File: config.mk
export PLATFORM = sky130hd
export DESIGN_NAME = battery_level_monitor_unit
export DESIGN_NICKNAME = d
export VERILOG_FILES = /design/src/rtl/blm_pkg.sv /design/src/rtl/blm_cfg.sv /design/src/rtl/blm_div.sv /design/src/rtl/battery_level_monitor_unit.sv
export SDC_FILE = /design/constraint.sdc
export NUM_CORES = 1
export LEC_CHECK = 0
export ABC_AREA = 1
export BUFFER_PORTS_ARGS = -buffer_cell sky130_fd_sc_hd__buf_2
export CELL_PAD_IN_SITES_DETAIL_PLACEMENT = 0
export CELL_PAD_IN_SITES_GLOBAL_PLACEMENT = 1
export CORE_MARGIN = 10
export CORE_UTILIZATION = 43
export DETAILED_ROUTE_END_ITERATION = 16
export GPL_TIMING_DRIVEN = 1
export PLACE_DENSITY_LB_ADDON = 0.1
export SYNTH_ARGS = -nofsm -noshare
export SYNTH_HDL_FRONTEND = slang
export SYNTH_SLANG_ARGS = --single-unit
File: constraint.sdc
create_clock -name clk -period 4.3 [get_ports clk]
set_input_delay 0.43 -clock clk [delete_from_list [all_inputs] [get_ports clk]]
set_output_delay 0.43 -clock clk [all_outputs]
set_load 0.005 [all_outputs]
File: src/rtl/blm_pkg.sv
`default_nettype none
package blm_pkg;

	// Fixed field widths
	localparam int MV_BITS    = 13;
	localparam int PCT_W      = 7;
	localparam int SPR_W      = 5;
	localparam int STEP_W     = 10;
	localparam int CFG_IDX_W  = 3;
	localparam int CFG_DATA_W = 13;

	// Default longest round
	localparam int MAX_ROUND_SAMPLES_DEF = 16;

	// Register map
	localparam logic [CFG_IDX_W-1:0] CFG_SAMPLES_PER_ROUND = 3'd0;
	localparam logic [CFG_IDX_W-1:0] CFG_EMPTY_MV          = 3'd1;
	localparam logic [CFG_IDX_W-1:0] CFG_FULL_MV           = 3'd2;
	localparam logic [CFG_IDX_W-1:0] CFG_CHARGE_MV         = 3'd3;
	localparam logic [CFG_IDX_W-1:0] CFG_MIN_CHANGE_MV     = 3'd4;
	localparam logic [CFG_IDX_W-1:0] CFG_SAVING_BELOW_PCT  = 3'd5;
	localparam logic [CFG_IDX_W-1:0] CFG_SAVING_MARGIN_PCT = 3'd6;
	localparam logic [CFG_IDX_W-1:0] CFG_GLITCH_MODE       = 3'd7;

	// Register reset values
	localparam logic [SPR_W-1:0]   RST_SAMPLES_PER_ROUND = 5'd4;
	localparam logic [MV_BITS-1:0] RST_EMPTY_MV          = 13'd3300;
	localparam logic [MV_BITS-1:0] RST_FULL_MV           = 13'd4150;
	localparam logic [MV_BITS-1:0] RST_CHARGE_MV         = 13'd4200;
	localparam logic [STEP_W-1:0]  RST_MIN_CHANGE_MV     = 10'd20;
	localparam logic [PCT_W-1:0]   RST_SAVING_BELOW_PCT  = 7'd10;
	localparam logic [PCT_W-1:0]   RST_SAVING_MARGIN_PCT = 7'd5;

	// Glitch rule and fallback voltages in mV
	localparam logic [MV_BITS-1:0] JUMP_MV      = 13'd600;
	localparam logic [MV_BITS-1:0] GLITCH_OK_MV = 13'd3300;
	localparam logic [MV_BITS-1:0] FALLBACK_MV  = 13'd4123;

	localparam logic [PCT_W-1:0] PCT_FULL = 7'd100;

	typedef struct packed {
		logic [SPR_W-1:0]   samples_per_round;
		logic [MV_BITS-1:0] empty_mv;
		logic [MV_BITS-1:0] full_mv;
		logic [MV_BITS-1:0] charge_mv;
		logic [STEP_W-1:0]  min_change_mv;
		logic [PCT_W-1:0]   saving_below_pct;
		logic [PCT_W-1:0]   saving_margin_pct;
		logic               glitch_mode;
	} cfg_t;

endpackage
`default_nettype wire

File: src/rtl/blm_cfg.sv
`default_nettype none
module blm_cfg (
	input  wire logic                           clk,
	input  wire logic                           arst_n,
	input  wire logic                           cfg_valid,
	output logic                                cfg_ready,
	input  wire logic [blm_pkg::CFG_IDX_W-1:0]  cfg_index,
	input  wire logic [blm_pkg::CFG_DATA_W-1:0] cfg_data,
	output blm_pkg::cfg_t                       cfg
);
	import blm_pkg::*;

	cfg_t cfg_q;

	// Always take a write word
	assign cfg_ready = 1'b1;
	assign cfg       = cfg_q;

	// Decode index and update one register
	always_ff @(posedge clk or negedge arst_n) begin
		if (!arst_n) begin
			cfg_q.samples_per_round <= RST_SAMPLES_PER_ROUND;
			cfg_q.empty_mv          <= RST_EMPTY_MV;
			cfg_q.full_mv           <= RST_FULL_MV;
			cfg_q.charge_mv         <= RST_CHARGE_MV;
			cfg_q.min_change_mv     <= RST_MIN_CHANGE_MV;
			cfg_q.saving_below_pct  <= RST_SAVING_BELOW_PCT;
			cfg_q.saving_margin_pct <= RST_SAVING_MARGIN_PCT;
			cfg_q.glitch_mode       <= 1'b0;
		end else if (cfg_valid) begin
			case (cfg_index)
				CFG_SAMPLES_PER_ROUND: cfg_q.samples_per_round <= cfg_data[SPR_W-1:0];
				CFG_EMPTY_MV:          cfg_q.empty_mv          <= cfg_data[MV_BITS-1:0];
				CFG_FULL_MV:           cfg_q.full_mv           <= cfg_data[MV_BITS-1:0];
				CFG_CHARGE_MV:         cfg_q.charge_mv         <= cfg_data[MV_BITS-1:0];
				CFG_MIN_CHANGE_MV:     cfg_q.min_change_mv     <= cfg_data[STEP_W-1:0];
				CFG_SAVING_BELOW_PCT:  cfg_q.saving_below_pct  <= cfg_data[PCT_W-1:0];
				CFG_SAVING_MARGIN_PCT: cfg_q.saving_margin_pct <= cfg_data[PCT_W-1:0];
				CFG_GLITCH_MODE:       cfg_q.glitch_mode       <= cfg_data[0];
				default: begin
				end
			endcase
		end
	end

endmodule
`default_nettype wire

File: src/rtl/blm_div.sv
`default_nettype none
module blm_div #(
	parameter int NUM_W = 20,
	parameter int DEN_W = 13
) (
	input  wire logic             clk,
	input  wire logic             arst_n,
	input  wire logic             start,
	input  wire logic [NUM_W-1:0] num,
	input  wire logic [DEN_W-1:0] den,
	output logic                  done,
	output logic      [NUM_W-1:0] quo
);
	localparam int CNT_W = $clog2(NUM_W + 1);

	logic [NUM_W-1:0] quo_q;
	logic [DEN_W-1:0] rem_q;
	logic [DEN_W-1:0] den_q;
	logic [CNT_W-1:0] cnt_q;
	logic             done_q;
	logic [DEN_W:0]   trial;
	logic [DEN_W:0]   diff;
	logic             fits;

	// One restoring step: shift in the next numerator bit and try the divisor
	always_comb begin
		trial = {rem_q, quo_q[NUM_W-1]};
		diff  = trial - {1'b0, den_q};
		fits  = trial >= {1'b0, den_q};
	end

	// Sequence the steps, pulse done after the last one
	always_ff @(posedge clk or negedge arst_n) begin
		if (!arst_n) begin
			cnt_q  <= '0;
			done_q <= 1'b0;
		end else begin
			done_q <= 1'b0;
			if (start) begin
				cnt_q <= CNT_W'(NUM_W);
			end else if (cnt_q != '0) begin
				cnt_q <= cnt_q - 1'b1;
				if (cnt_q == CNT_W'(1)) begin
					done_q <= 1'b1;
				end
			end
		end
	end

	// Partial remainder and quotient
	always_ff @(posedge clk) begin
		if (start) begin
			quo_q <= num;
			rem_q <= '0;
			den_q <= den;
		end else if (cnt_q != '0) begin
			rem_q <= fits ? diff[DEN_W-1:0] : trial[DEN_W-1:0];
			quo_q <= {quo_q[NUM_W-2:0], fits};
		end
	end

	assign done = done_q;
	assign quo  = quo_q;

endmodule
`default_nettype wire

File: src/rtl/battery_level_monitor_unit.sv
`default_nettype none
// Battery level monitor. Each input word carries one millivolt sample; samples
// are summed over a round of samples_per_round words (0 acts as 1, values above
// MAX_ROUND_SAMPLES are clipped) and the round ends with one result word holding
// the truncated mean, the battery percentage, the charging and power-saving
// flags. With glitch_mode set, a zero sample or a jump of more than 600 mV ends
// the round early with the partial mean (previous sample above 3300 mV) or the
// last good voltage. Status is recomputed only when the mean moves by more than
// min_change_mv or force_update is set. in_ready is high only while the block
// is idle. A sample that does not end a round returns the block to idle after S_EVAL.
// A round end runs one shared bit-serial divider for the mean, unless the last good
// voltage is reused, and may run it again for the percentage when status is
// recomputed (divider width NUM_W is 20 at the default sizes). A result may wait
// for the previous one to be taken. Configuration writes are taken every cycle.
module battery_level_monitor_unit #(
	parameter int MAX_ROUND_SAMPLES = blm_pkg::MAX_ROUND_SAMPLES_DEF
) (
	input  wire logic                           clk,
	input  wire logic                           arst_n,
	input  wire logic                           cfg_valid,
	output logic                                cfg_ready,
	input  wire logic [blm_pkg::CFG_IDX_W-1:0]  cfg_index,
	input  wire logic [blm_pkg::CFG_DATA_W-1:0] cfg_data,
	input  wire logic                           in_valid,
	output logic                                in_ready,
	input  wire logic [blm_pkg::MV_BITS-1:0]    sample_mv,
	input  wire logic                           force_update,
	input  wire logic                           radio_busy,
	output logic                                out_valid,
	input  wire logic                           out_ready,
	output logic      [blm_pkg::MV_BITS-1:0]    voltage_mv,
	output logic      [blm_pkg::PCT_W-1:0]      percent,
	output logic                                charging,
	output logic                                saving,
	output logic                                status_updated,
	output logic                                used_fallback,
	output logic                                saving_left
);
	import blm_pkg::*;

	localparam int CNT_W  = $clog2(MAX_ROUND_SAMPLES + 1);
	localparam int SUM_W  = MV_BITS + CNT_W;
	localparam int PROD_W = MV_BITS + PCT_W;
	localparam int NUM_W  = SUM_W > PROD_W ? SUM_W : PROD_W;
	localparam int DEN_W  = MV_BITS;
	localparam logic [7:0] MAX8 = 8'(MAX_ROUND_SAMPLES);

	localparam logic [2:0] S_IDLE = 3'd0;
	localparam logic [2:0] S_EVAL = 3'd1;
	localparam logic [2:0] S_AVG  = 3'd2;
	localparam logic [2:0] S_STAT = 3'd3;
	localparam logic [2:0] S_PCT0 = 3'd4;
	localparam logic [2:0] S_PCT  = 3'd5;
	localparam logic [2:0] S_SAVE = 3'd6;
	localparam logic [2:0] S_OUT  = 3'd7;

	cfg_t cfg;

	logic [2:0]         state_q;
	logic [MV_BITS-1:0] sample_q;
	logic               force_q;
	logic               radio_q;
	logic [CNT_W-1:0]   count_q;
	logic [SUM_W-1:0]   sum_q;
	logic [MV_BITS-1:0] prior_q;
	logic [MV_BITS-1:0] last_good_q;
	logic [MV_BITS-1:0] reported_q;
	logic [PCT_W-1:0]   pct_q;
	logic               chg_q;
	logic               sav_q;
	logic [MV_BITS-1:0] v_q;
	logic               upd_q;
	logic               fb_q;
	logic               left_q;
	logic [MV_BITS-1:0] x_q;
	logic [MV_BITS-1:0] span_q;

	logic               out_valid_q;
	logic [MV_BITS-1:0] out_mv_q;
	logic [PCT_W-1:0]   out_pct_q;
	logic               out_chg_q;
	logic               out_sav_q;
	logic               out_upd_q;
	logic               out_fb_q;
	logic               out_left_q;

	logic [7:0]         spr8;
	logic [7:0]         lim8;
	logic [CNT_W-1:0]   limit;
	logic [MV_BITS-1:0] jump;
	logic               glitch;
	logic               keep_partial;
	logic [SUM_W-1:0]   new_sum;
	logic [CNT_W-1:0]   new_count;
	logic [MV_BITS-1:0] vdiff;
	logic               upd;

	logic               div_start;
	logic [NUM_W-1:0]   div_num;
	logic [DEN_W-1:0]   div_den;
	logic               div_done;
	logic [NUM_W-1:0]   div_quo;

	logic               out_free;
	logic [PCT_W:0]     pct_plus_margin;

	blm_cfg u_cfg (
		.clk       (clk),
		.arst_n    (arst_n),
		.cfg_valid (cfg_valid),
		.cfg_ready (cfg_ready),
		.cfg_index (cfg_index),
		.cfg_data  (cfg_data),
		.cfg       (cfg)
	);

	blm_div #(
		.NUM_W (NUM_W),
		.DEN_W (DEN_W)
	) u_div (
		.clk    (clk),
		.arst_n (arst_n),
		.start  (div_start),
		.num    (div_num),
		.den    (div_den),
		.done   (div_done),
		.quo    (div_quo)
	);

	// Round length, clipped to 1..MAX_ROUND_SAMPLES
	always_comb begin
		spr8 = 8'(cfg.samples_per_round);
		if (spr8 == 8'd0) begin
			lim8 = 8'd1;
		end else if (spr8 > MAX8) begin
			lim8 = MAX8;
		end else begin
			lim8 = spr8;
		end
		limit = lim8[CNT_W-1:0];
	end

	// Glitch test and running sum for the held sample
	always_comb begin
		jump         = (prior_q > sample_q) ? prior_q - sample_q : sample_q - prior_q;
		glitch       = cfg.glitch_mode &&
		               (((prior_q != '0) && (jump > JUMP_MV)) || (sample_q == '0));
		keep_partial = (prior_q > GLITCH_OK_MV) && (count_q != '0);
		new_sum      = sum_q + SUM_W'(sample_q);
		new_count    = count_q + 1'b1;
	end

	// Change test against the last reported voltage
	always_comb begin
		vdiff = (reported_q > v_q) ? reported_q - v_q : v_q - reported_q;
		upd   = (vdiff > MV_BITS'(cfg.min_change_mv)) || force_q;
	end

	// Feed the shared divider: round mean or scaled percentage
	always_comb begin
		div_start = 1'b0;
		div_num   = NUM_W'(new_sum);
		div_den   = DEN_W'(new_count);
		case (state_q)
			S_EVAL: begin
				if (glitch) begin
					div_start = keep_partial;
					div_num   = NUM_W'(sum_q);
					div_den   = DEN_W'(count_q);
				end else begin
					div_start = !(new_count < limit);
				end
			end
			S_PCT0: begin
				div_start = 1'b1;
				div_num   = NUM_W'({x_q, 6'b0}) + NUM_W'({x_q, 5'b0}) + NUM_W'({x_q, 2'b0});
				div_den   = span_q;
			end
			default: begin
			end
		endcase
	end

	assign out_free        = !out_valid_q || out_ready;
	assign pct_plus_margin = {1'b0, pct_q} + {1'b0, cfg.saving_margin_pct};
	assign in_ready        = (state_q == S_IDLE);

	// Sequencer with round and status state
	always_ff @(posedge clk or negedge arst_n) begin
		if (!arst_n) begin
			state_q     <= S_IDLE;
			count_q     <= '0;
			sum_q       <= '0;
			prior_q     <= '0;
			last_good_q <= FALLBACK_MV;
			reported_q  <= '0;
			pct_q       <= '0;
			chg_q       <= 1'b0;
			sav_q       <= 1'b0;
		end else begin
			case (state_q)
				S_IDLE: begin
					if (in_valid) begin
						state_q <= S_EVAL;
					end
				end
				S_EVAL: begin
					if (glitch) begin
						count_q <= '0;
						sum_q   <= '0;
						prior_q <= '0;
						if (keep_partial) begin
							state_q <= S_AVG;
						end else begin
							state_q <= S_STAT;
						end
					end else if (new_count < limit) begin
						count_q <= new_count;
						sum_q   <= new_sum;
						prior_q <= sample_q;
						state_q <= S_IDLE;
					end else begin
						count_q <= '0;
						sum_q   <= '0;
						prior_q <= '0;
						state_q <= S_AVG;
					end
				end
				S_AVG: begin
					if (div_done) begin
						last_good_q <= div_quo[MV_BITS-1:0];
						state_q     <= S_STAT;
					end
				end
				S_STAT: begin
					if (!upd) begin
						state_q <= S_OUT;
					end else begin
						reported_q <= v_q;
						chg_q      <= v_q >= cfg.charge_mv;
						if (cfg.full_mv <= cfg.empty_mv) begin
							pct_q   <= (v_q > cfg.empty_mv) ? PCT_FULL : '0;
							state_q <= S_SAVE;
						end else if (v_q <= cfg.empty_mv) begin
							pct_q   <= '0;
							state_q <= S_SAVE;
						end else begin
							state_q <= S_PCT0;
						end
					end
				end
				S_PCT0: begin
					state_q <= S_PCT;
				end
				S_PCT: begin
					if (div_done) begin
						pct_q   <= (div_quo > NUM_W'(PCT_FULL)) ? PCT_FULL : div_quo[PCT_W-1:0];
						state_q <= S_SAVE;
					end
				end
				S_SAVE: begin
					// Power-saving hysteresis
					if (!sav_q && (pct_q < cfg.saving_below_pct) && !radio_q) begin
						sav_q <= 1'b1;
					end else if (sav_q && (pct_plus_margin > {1'b0, cfg.saving_below_pct}) &&
					             !chg_q) begin
						sav_q <= 1'b0;
					end
					state_q <= S_OUT;
				end
				S_OUT: begin
					if (out_free) begin
						state_q <= S_IDLE;
					end
				end
				default: begin
					state_q <= S_IDLE;
				end
			endcase
		end
	end

	// Per-item working registers
	always_ff @(posedge clk) begin
		case (state_q)
			S_IDLE: begin
				sample_q <= sample_mv;
				force_q  <= force_update;
				radio_q  <= radio_busy;
				fb_q     <= 1'b0;
				upd_q    <= 1'b0;
				left_q   <= 1'b0;
			end
			S_EVAL: begin
				if (glitch && !keep_partial) begin
					v_q  <= last_good_q;
					fb_q <= 1'b1;
				end
			end
			S_AVG: begin
				if (div_done) begin
					v_q <= div_quo[MV_BITS-1:0];
				end
			end
			S_STAT: begin
				upd_q  <= upd;
				x_q    <= v_q - cfg.empty_mv;
				span_q <= cfg.full_mv - cfg.empty_mv;
			end
			S_SAVE: begin
				left_q <= sav_q && !(!sav_q) && (pct_plus_margin > {1'b0, cfg.saving_below_pct})
				          && !chg_q && upd_q;
			end
			default: begin
			end
		endcase
	end

	// Output word register
	always_ff @(posedge clk or negedge arst_n) begin
		if (!arst_n) begin
			out_valid_q <= 1'b0;
		end else if (state_q == S_OUT && out_free) begin
			out_valid_q <= 1'b1;
		end else if (out_ready) begin
			out_valid_q <= 1'b0;
		end
	end

	always_ff @(posedge clk) begin
		if (state_q == S_OUT && out_free) begin
			out_mv_q   <= v_q;
			out_pct_q  <= pct_q;
			out_chg_q  <= chg_q;
			out_sav_q  <= sav_q;
			out_upd_q  <= upd_q;
			out_fb_q   <= fb_q;
			out_left_q <= left_q;
		end
	end

	assign out_valid      = out_valid_q;
	assign voltage_mv     = out_mv_q;
	assign percent        = out_pct_q;
	assign charging       = out_chg_q;
	assign saving         = out_sav_q;
	assign status_updated = out_upd_q;
	assign used_fallback  = out_fb_q;
	assign saving_left    = out_left_q;

endmodule
`default_nettype wire

==> results of run 1 <==
[path summary, 6_finish.rpt]
path / startpoint / slack [ns] / to
worst max-delay path: reported_q[4] / 0.29 / reported_q[2]
worst min-delay path: force_update / 0.06 / force_q
worst max register to register: reported_q[4] / 0.29 / reported_q[2]
worst min register to register: fb_q / 0.43 / used_fallback
max in group asynchronous: arst_n / 2.85 / u_cfg.cfg[37]
min in group asynchronous: arst_n / 0.50 / prior_q[9]
[layout make-up]
class	instances	area, sq um	area share
clock buffers	43	906	0.0425
clock inverters	19	244	0.0114
inverters	381	1430	0.0670
multi-input cells	1597	9610	0.450
flip-flops and latches	278	7500	0.352
well taps	585	732	0.0343
repair buffers	130	918	0.0430
[power by group through the flow]
stage | Clock, mW | Sequential [mW] | Combinational (mW)
after detailed placement | 0 | 4.57 | 10.0
after CTS | 3.09 | 4.53 | 10.1
final | 3.02 | 4.52 | 10.3
after floorplan | 0 | 4.36 | 7.27
after global placement | 0 | 4.55 | 9.98
after global routing | 3.18 | 4.62 | 11.8
[state kept, by name (all words and copies together), names as in the netlist, 3 cells and up]
name and cells:
count_q 5, last_good_q 13, pct_q 7, percent 7, prior_q 13, reported_q 13
sample_q 13, span_q 13, state_q 3, sum_q 18, u_cfg.cfg 69, u_div.cnt_q 5
u_div.den_q 13, u_div.quo 20, u_div.rem_q 13, v_q 13, voltage_mv 13, x_q 13
[repair_timing]
item	4_1_cts	5_1_grt
endpoints found under the hold margin	34	0
endpoints found under the setup margin	8	47
cloned	0	3
gates resized for setup	3	34
buffers inserted	0	1
hold buffers	1	0
pin swaps	0	7
[cell usage in the layout, fill, tap and decap left out, types with 5 or more instances in the layout]
cell / Yosys / routed
xor2_1: 48 / 48
nor2_2: 1 / 6
nor4_1: 10 / 10
dfxtp_1: 13 / 13
nand3_1: 139 / 137
nand2_2: 13 / 15
ha_2: 0 / 5
inv_1: 375 / 374
nand2_1: 544 / 541
or2_2: 9 / 9
a21o_1: 11 / 11
clkbuf_16: 0 / 37
dfstp_2: 27 / 27
nor3_1: 20 / 17
bufinv_16: 0 / 5
nand4_1: 34 / 34
dfrtp_1: 123 / 123
edfxtp_1: 115 / 115
a221oi_1: 5 / 5
nor2_1: 109 / 103
clkbuf_1: 35 / 8
ha_1: 171 / 164
a31oi_1: 6 / 6
xnor2_1: 23 / 23
o21ai_1: 1 / 5
buf_2: 16 / 61
clkinv_2: 0 / 6
o21bai_1: 7 / 7
o22ai_1: 38 / 38
o221ai_1: 6 / 6
inv_2: 5 / 6
buf_4: 1 / 60
fa_1: 19 / 19
o211ai_1: 13 / 13
a21oi_1: 129 / 127
a211oi_1: 8 / 8
o21ai_0: 194 / 187
clkinv_1: 1 / 5
[per-layer routing]
| layer | track usage | routed length [microns] |
|---|---|---|
| met4 | 0.0654 | 1530 |
| met3 | 0.0271 | 2120 |
| met1 | 0.274 | 25400 |
| met2 | 0.323 | 24600 |
| met5 | 0 | 0 |
[worst reg2reg max path, cell delays in order, from the launching register on]
cell	delay, ns
dfrtp_1	0.39
inv_1	0.06
ha_1	0.34
nand2_1	0.11
nor2_2	0.16
inv_1	0.09
nor3_2	0.17
nand3_1	0.13
nand2_2	0.13
inv_2	0.07
o21ai_1	0.20
xor2_1	0.16
inv_1	0.06
ha_1	0.31
a21oi_1	0.18
o221ai_1	0.13
nand2_1	0.07
o211ai_1	0.08
a21oi_1	0.13
a31oi_1	0.06
a21oi_1	0.17
buf_4	0.17
nand2_1	0.09
nand2_4	0.16
clkbuf_16	0.19
nand2_1	0.06
o21ai_0	0.08
[through the flow]
| stage | util | power, mW |
|---|---|---|
| CTS | 0.492 | 17.7 |
| global placement | 0.465 | 14.5 |
| finish | 0.496 | 17.9 |
| global route | 0.496 | 19.6 |
| floorplan | - | 11.6 |
| detailed placement | 0.465 | 14.6 |
[logic make-up (layout without fill, tap and decap cells)]
family	Yosys count	in the layout	share of synthesized area
xor+xnor	71	71	0.0333
compound gates	437	438	0.131
simple gates	897	897	0.206
buf+inv	440	573	0.0925
fa+ha+maj	190	190	0.135
other cells	1	1	0.000201
flops	278	278	0.402
==> impl_metrics.json, run 1 <==
{
  "area.growth.synth_to_final_pct": 14.2,
  "finalCritPeriodShare": 0.932,
  "whs_ns": 0.0592,
  "yosysSeqAreaShare": 0.402,
  "path_class": "flop to flop",
  "syn_area_sq_um": 18700,
  "ant_nets": 0,
  "via_per_inst": 5.17,
  "synth_largest_area_cell": "edfxtp_1",
  "numCtsBuffers": 34,
  "placed_area_sq_um": 20000,
  "antenna_found_initial": 1,
  "setup_viol": 0,
  "grt_pass1_wl_microns": 83900,
  "critPathTopFamily": "simple AND/OR/NAND/NOR gates",
  "clock-sinks": 278,
  "leakage_nw": 10.4,
  "outcome": "finished clean",
  "die_area_sq_um": 52200,
  "chipWidth_microns": 228,
  "drc": 0,
  "syn_nets": 2540,
  "slew_headroom": 0.440,
  "p_comb_frac": 0.578,
  "switching_power_mw": 8.33,
  "synth_edf_count": 115,
  "cts_tree": "yes",
  "dr.pass1.iters": 7,
  "setup_tns_ns": 0,
  "place_inst": 2966,
  "n_antenna_cell": 0,
  "synthTopCellsByCount": "544 x nand2_1, 375 x inv_1, 194 x o21ai_0",
  "cap_viol_max_count": 0,
  "crit_arrival_ns": 4.48,
  "slowest_delay_ns": 0.39,
  "worst_setup_path_start_kind": "flop",
  "cp_max_fo": 13,
  "hold_violations": 0,
  "h-tree-depth": 2,
  "grtUsageTotal": 0.200,
  "synthCells": 2314,
  "crit_top_cell": "nand2_1",
  "p_clk_frac": 0.169,
  "io-pin-count": 64,
  "worst_slack_ns": 0.292,
  "routedWlPerCell_microns": 17.7,
  "dp_slack_ns": -0.0353,
  "gp_congestion": 0.902,
  "start_util": 0.435,
  "postLayoutCellArea_sq_um": 21300,
  "cp.buffers_inverters": 6,
  "cp_slowest_cell": "dfrtp_1",
  "rows": 76,
  "root_buffer": "clkbuf_16",
  "netlist_top_cells_area": "edfxtp_1 18%, dfrtp_1 16%, ha_1 11%",
  "clk_latency_ns": 0.56,
  "clock_path_buffers": 3,
  "wl_microns": 53600,
  "synth_top_area_share": 0.185,
  "tightest_slew_ns": 0.840,
  "required_ns": 4.77,
  "p_int_mw": 9.54,
  "hp-class": "primary input to flop",
  "ys_ff_latch": 278,
  "layout_min_cycle_time_ns": 4.01,
  "drt_iter0_markers": 1244,
  "synth_ff_type": "dfrtp_1",
  "die_h_microns": 228,
  "fillers": 4291,
  "portBuffers": 62,
  "layout.cells.non_filler": 3033,
  "power_density_nw_per_um2": 837,
  "rsz0062_at_grt": "false",
  "postSynthAreaPerCell_sq_um": 8.07,
  "p_seq_frac": 0.253,
  "r2r_cells": 26,
  "max_freq_ghz": 0.250,
  "synth-async-reset-ratio": 0.540,
  "hold_depth": 1,
  "end_kind": "flop",
  "dr_total_vias": 15672,
  "drive_gt1_frac": 0.114,
  "cp.depth": 26,
  "synth_warnings": 0,
  "grt_overflow": 0,
  "p_sw_frac": 0.466,
  "yosysMostFrequentCell": "nand2_1",
  "drv_slew": 0,
  "nets": 2648,
  "clk_pin_slew_ns": 0.06,
  "grt_max_degree": 83,
  "fin_skew_ns": 0.0310,
  "peakVddDrop_mv": 0.604,
  "dp_hpwl_microns": 41400,
  "synthDistinctLibCells": 58,
  "core_sq_um": 43000,
  "grt_pass1_vias": 14927
}
No activity file was read; power rests on OpenSTA's default activity.
==> run 2, diff against run 1 <==
--- a/config.mk
+++ b/config.mk
@@ -6,13 +6,14 @@
 export NUM_CORES = 1
 export LEC_CHECK = 0
 export ABC_AREA = 1
-export BUFFER_PORTS_ARGS = -buffer_cell sky130_fd_sc_hd__buf_2
 export CELL_PAD_IN_SITES_DETAIL_PLACEMENT = 0
 export CELL_PAD_IN_SITES_GLOBAL_PLACEMENT = 1
 export CORE_MARGIN = 10
-export CORE_UTILIZATION = 43
+export CORE_UTILIZATION = 45
 export DETAILED_ROUTE_END_ITERATION = 16
+export DONT_BUFFER_PORTS = 1
 export GPL_TIMING_DRIVEN = 1
+export MAX_ROUTING_LAYER = met4
 export PLACE_DENSITY_LB_ADDON = 0.1
 export SYNTH_ARGS = -nofsm -noshare
 export SYNTH_HDL_FRONTEND = slang
==> run 2 against run 1 <==
Wire length shrank 2.0%. Largest power group unchanged. Critical path depth grew 3. Setup slack worse by 0.038 ns. First-iteration DRC count fell by 12%. Critical endpoint unchanged.
==> impl_metrics.json, run 2 (synthesis gave the netlist of run 1 again) <==
{
  "finalCritPeriodShare": 0.941,
  "io-pin-count": 64,
  "area.growth.synth_to_final_pct": 12.8,
  "place_inst": 2852,
  "setup_tns_ns": 0,
  "required_ns": 4.76,
  "die_area_sq_um": 50100,
  "portBuffers": 0,
  "reg2reg_slack_ns": 0.25,
  "layout.cells.non_filler": 2937,
  "fin_skew_ns": 0.0218,
  "drive_gt1_frac": 0.0890,
  "top_register": "u_cfg.cfg",
  "start_util": 0.456,
  "use_met2": 0.326,
  "leakage_nw": 10.2,
  "clock-sinks": 278,
  "power_density_nw_per_um2": 838,
  "dr.pass1.iters": 5,
  "clk_latency_ns": 0.56,
  "slowest_delay_ns": 0.40,
  "busiest_layer": "met2",
  "hp-class": "primary input to flop",
  "grt_pass1_wl_microns": 83400,
  "r2r_end": "reported_q[2]",
  "clk_pin_slew_ns": 0.06,
  "end_kind": "flop",
  "cp_slowest_cell": "edfxtp_1",
  "dp_slack_ns": -0.0372,
  "dr_total_vias": 15382,
  "gp_congestion": 0.904,
  "core_sq_um": 40900,
  "clock_path_buffers": 3,
  "path_class": "flop to flop",
  "drc": 0,
  "use_met3": 0.0289,
  "final_cell_mix": "542 x nand2_1, 375 x inv_1, 187 x o21ai_0, 167 x ha_1, 137 x nand3_1",
  "grt_use_met1": 0.285,
  "antenna_found_initial": 0,
  "ant_nets": 0,
  "hold_depth": 2,
  "chipWidth_microns": 224,
  "cp_max_fo": 8,
  "mostFrequentLayoutCell": "nand2_1",
  "nets": 2605,
  "worst_setup_path_start_kind": "flop",
  "max_freq_ghz": 0.247,
  "slew_headroom": 0.422,
  "cap_viol_max_count": 0,
  "crit_arrival_ns": 4.50,
  "drt_iter0_markers": 1093,
  "peakVddDrop_mv": 0.643,
  "crit_top_cell": "buf_4",
  "tightest_slew_ns": 0.857,
  "whs_ns": 0.0633,
  "grt_pass1_vias": 14927,
  "via_per_inst": 5.24,
  "layout_min_cycle_time_ns": 4.05,
  "grtUsageTotal": 0.214,
  "fillers": 3979,
  "r2r_start": "v_q[2]",
  "root_buffer": "clkbuf_16",
  "routedWlPerCell_microns": 17.9,
  "utilization": 0.515,
  "rsz0062_at_grt": "true",
  "multi_input_area_sq_um": 9540,
  "hp-start": "cfg_data[11]",
  "n_antenna_cell": 0,
  "grt_max_degree": 151,
  "setup_viol": 0,
  "grt_overflow": 0,
  "largest_reg_flops": 69,
  "cp-endpoint": "reported_q[2]",
  "register_area_sq_um": 7500,
  "r2r_cells": 29,
  "drv_slew": 0,
  "rows": 74,
  "numCtsBuffers": 34,
  "hold_violations": 0,
  "power_mw": 17.6,
  "die_h_microns": 224,
  "placed_area_sq_um": 19600,
  "dp_hpwl_microns": 40400,
  "startpoint": "v_q[2]",
  "wl_microns": 52600,
  "outcome": "finished clean",
  "worst_slack_ns": 0.254,
  "postLayoutCellArea_sq_um": 21100,
  "cts_tree": "yes",
  "h-tree-depth": 2
}
## run 2: area by class of cell
cell class	count	share of cell area
sequential	278	0.356
timing repair buffer	88	0.0384
multi-input combinational	1596	0.453
tap	532	0.0316
inverter	381	0.0679
clock inverter	17	0.00719
clock buffer	45	0.0458
## run 2: repair_timing
item                                    CTS  global route
buffers inserted                          0             5
endpoints found under the setup margin    8            64
hold buffers                             17             0
resized for setup                         4            20
hold endpoints to repair                165             0
gates cloned                              0             1
pin swaps                                 0             4
## run 2: where the power goes
part / leakage (nW) / total [mW] / switching, mW / internal [mW]
registers: 3.08 / 4.54 / 0.651 / 3.89
clock network: 0.557 / 2.88 / 1.21 / 1.67
logic: 6.59 / 10.2 / 6.39 / 3.84
total: 10.2 / 17.6 / 8.25 / 9.40
## run 2: routing by layer
| layer | vias up | wire, microns |
|---|---|---|
| li1 | 7786 | - |
| met1 | 7183 | 24900 |
| met2 | 335 | 23600 |
| met3 | 78 | 2310 |
| met4 | 0 | 1750 |
| met5 | - | 0 |
## run 2: how the worst min path moves through the flow
| stage | endpoint | slack [ns] |
|---|---|---|
| CTS | u_cfg.cfg[62] | 0.03 |
| finish | u_cfg.cfg[62] | 0.06 |
| global placement | u_cfg.cfg[14] | 0.14 |
| floorplan | chg_q | 0.13 |
| detailed placement | u_cfg.cfg[14] | 0.14 |
| global route | u_cfg.cfg[61] | 0.06 |
## run 2: critical path: cells and delay by family (launching register included)
family | cells | cell delay, ns
AOI/OAI and AO/OA | 9 | 1.18
xor gates and xnor gates | 1 | 0.14
adders and majority gates | 2 | 0.48
buffers and inverters | 8 | 0.91
DFF | 1 | 0.40
and+or+nand+nor | 9 | 0.84
==> run 3, diff against run 2 <==
==> constraint.sdc (replaced) <==
create_clock -name clk -period 4.3 [get_ports clk]
set_input_delay 0.215 -clock clk [delete_from_list [all_inputs] [get_ports clk]]
set_output_delay 0.215 -clock clk [all_outputs]
set_load 0.005 [all_outputs]
==> run 3 against run 2 <==
Total power grew 0.10%. Critical endpoint unchanged. Sequential share of layout area shrank 0.25 points. Sequential power is essentially flat. Largest power group unchanged.
==> impl_metrics.json, run 3 (synthesis gave the netlist of run 1 again) <==
{
  "chipWidth_microns": 224,
  "routedWlPerCell_microns": 17.8,
  "drt_iter0_markers": 1096,
  "fin_skew_ns": 0.0216,
  "clock-sinks": 278,
  "n_antenna_cell": 0,
  "drive_gt1_frac": 0.0884,
  "place_inst": 2852,
  "slowest_delay_ns": 0.40,
  "cap_viol_max_count": 0,
  "multi_input_area_sq_um": 9540,
  "leakage_nw": 10.3,
  "clk_latency_ns": 0.56,
  "final_cell_mix": "542 x nand2_1, 375 x inv_1, 187 x o21ai_0, 167 x ha_1, 137 x nand3_1",
  "clk_pin_slew_ns": 0.06,
  "r2r_cells": 29,
  "finalCritPeriodShare": 0.940,
  "tightest_slew_ns": 0.863,
  "dp_slack_ns": -0.0372,
  "hold_depth": 2,
  "layout.cells.non_filler": 2952,
  "max_freq_ghz": 0.248,
  "nets": 2620,
  "reg2reg_slack_ns": 0.26,
  "start_util": 0.456,
  "die_h_microns": 224,
  "drc": 0,
  "cp_slowest_cell": "edfxtp_1",
  "hp-class": "primary input to flop",
  "outcome": "finished clean",
  "setup_viol": 0,
  "hold_violations": 0,
  "grt_pass1_vias": 15015,
  "grt_max_degree": 151,
  "slew_headroom": 0.417,
  "worst_setup_path_start_kind": "flop",
  "worst_slack_ns": 0.260,
  "largest_reg_flops": 69,
  "hp-start": "cfg_data[4]",
  "via_per_inst": 5.23,
  "grt_overflow": 0,
  "rows": 74,
  "core_sq_um": 40900,
  "grtUsageTotal": 0.215,
  "end_kind": "flop",
  "cp_max_fo": 8,
  "worstHoldEndpoint": "u_cfg.cfg[68]",
  "required_ns": 4.76,
  "dr.pass1.iters": 5,
  "root_buffer": "clkbuf_16",
  "fillers": 3962,
  "register_area_sq_um": 7500,
  "ant_nets": 0,
  "antenna_found_initial": 0,
  "top_register": "u_cfg.cfg",
  "r2r_start": "v_q[2]",
  "clock_path_buffers": 3,
  "power_mw": 17.7,
  "mostFrequentLayoutCell": "nand2_1",
  "dp_hpwl_microns": 40400,
  "wl_microns": 52600,
  "area.growth.synth_to_final_pct": 13.6,
  "r2r_end": "reported_q[2]",
  "numCtsBuffers": 34,
  "path_class": "flop to flop",
  "h-tree-depth": 2,
  "peakVddDrop_mv": 0.648,
  "grt_pass1_wl_microns": 83700,
  "layout_min_cycle_time_ns": 4.04,
  "gp_congestion": 0.904,
  "crit_top_cell": "buf_4",
  "portBuffers": 0,
  "crit_arrival_ns": 4.50,
  "rsz0062_at_grt": "true",
  "dr_total_vias": 15431,
  "drv_slew": 0,
  "cts_tree": "yes",
  "power_density_nw_per_um2": 833,
  "io-pin-count": 64,
  "die_area_sq_um": 50100
}
==> run 3: changes by cell type in the layout (fill, tap and decap cells not counted) <==
cell,change
dlygate4sd3_1,+15
==> run 3: area by class of cell <==
type                    instances  share of cell area
clock buffers                  45              0.0455
clock inverters                17             0.00714
inverters                     381              0.0674
multi-input cells            1596               0.450
flip-flops and latches        278               0.354
well taps                     532              0.0314
repair buffers                103              0.0452
==> run 3: how the worst max path moves through the flow <==
stage | start | end | slack, ns | depth (start not counted)
after global placement | reported_q[2] | pct_q[1] | 0.05 | 27
after global routing | v_q[1] | pct_q[5] | -0.06 | 27
after detailed placement | v_q[2] | pct_q[3] | -0.04 | 27
final | v_q[2] | reported_q[2] | 0.26 | 29
after floorplan | v_q[4] | pct_q[1] | 0.19 | 22
after CTS | v_q[2] | pct_q[0] | 0.07 | 26
==> run 3: what timing repair did <==
item / 4_1_cts / 5_1_grt
endpoints found under the setup margin: 8 / 64
hold buffers: 32 / 0
pin swaps: 0 / 4
cloned: 0 / 1
setup buffers: 0 / 5
endpoints found under the hold margin: 221 / 0
gates resized for setup: 4 / 20
==> run 3: per-layer routing <==
metal,global-route usage,share of wire,vias up
li1,-,-,7814
met1,0.285,0.48,7196
met2,0.327,0.45,345
met3,0.0285,0.042,76
met4,0.0848,0.033,0
met5,-,0,-
==> run 3: worst max-delay path: cells and delay by family, from the launching register on <==
kind | cells | cell delay (ns)
compound gates | 9 | 1.18
simple gates | 9 | 0.85
fa+ha+maj | 2 | 0.48
xor+xnor | 1 | 0.14
buf+inv | 8 | 0.91
flops | 1 | 0.40
==> run 3: power by group <==
part | internal [mW] | switching, mW | leakage (nW)
logic | 3.85 | 6.39 | 6.66
clock network | 1.67 | 1.22 | 0.557
registers | 3.89 | 0.654 | 3.08
==> run 3: through the flow <==
stage / TNS (ns) / hold slack [ns] / instance area, sq um / utilization
2_1_floorplan: 0 / -0.0806 / 18700 / -
3_3_place_gp: 0 / -0.0728 / 19600 / 0.479
3_5_place_dp: -0.179 / -0.0729 / 19600 / 0.479
4_1_cts: 0 / 0.00828 / 21100 / 0.515
5_1_grt: -0.242 / 0.0269 / 21200 / 0.518
6_report: 0 / 0.0114 / 21200 / 0.518
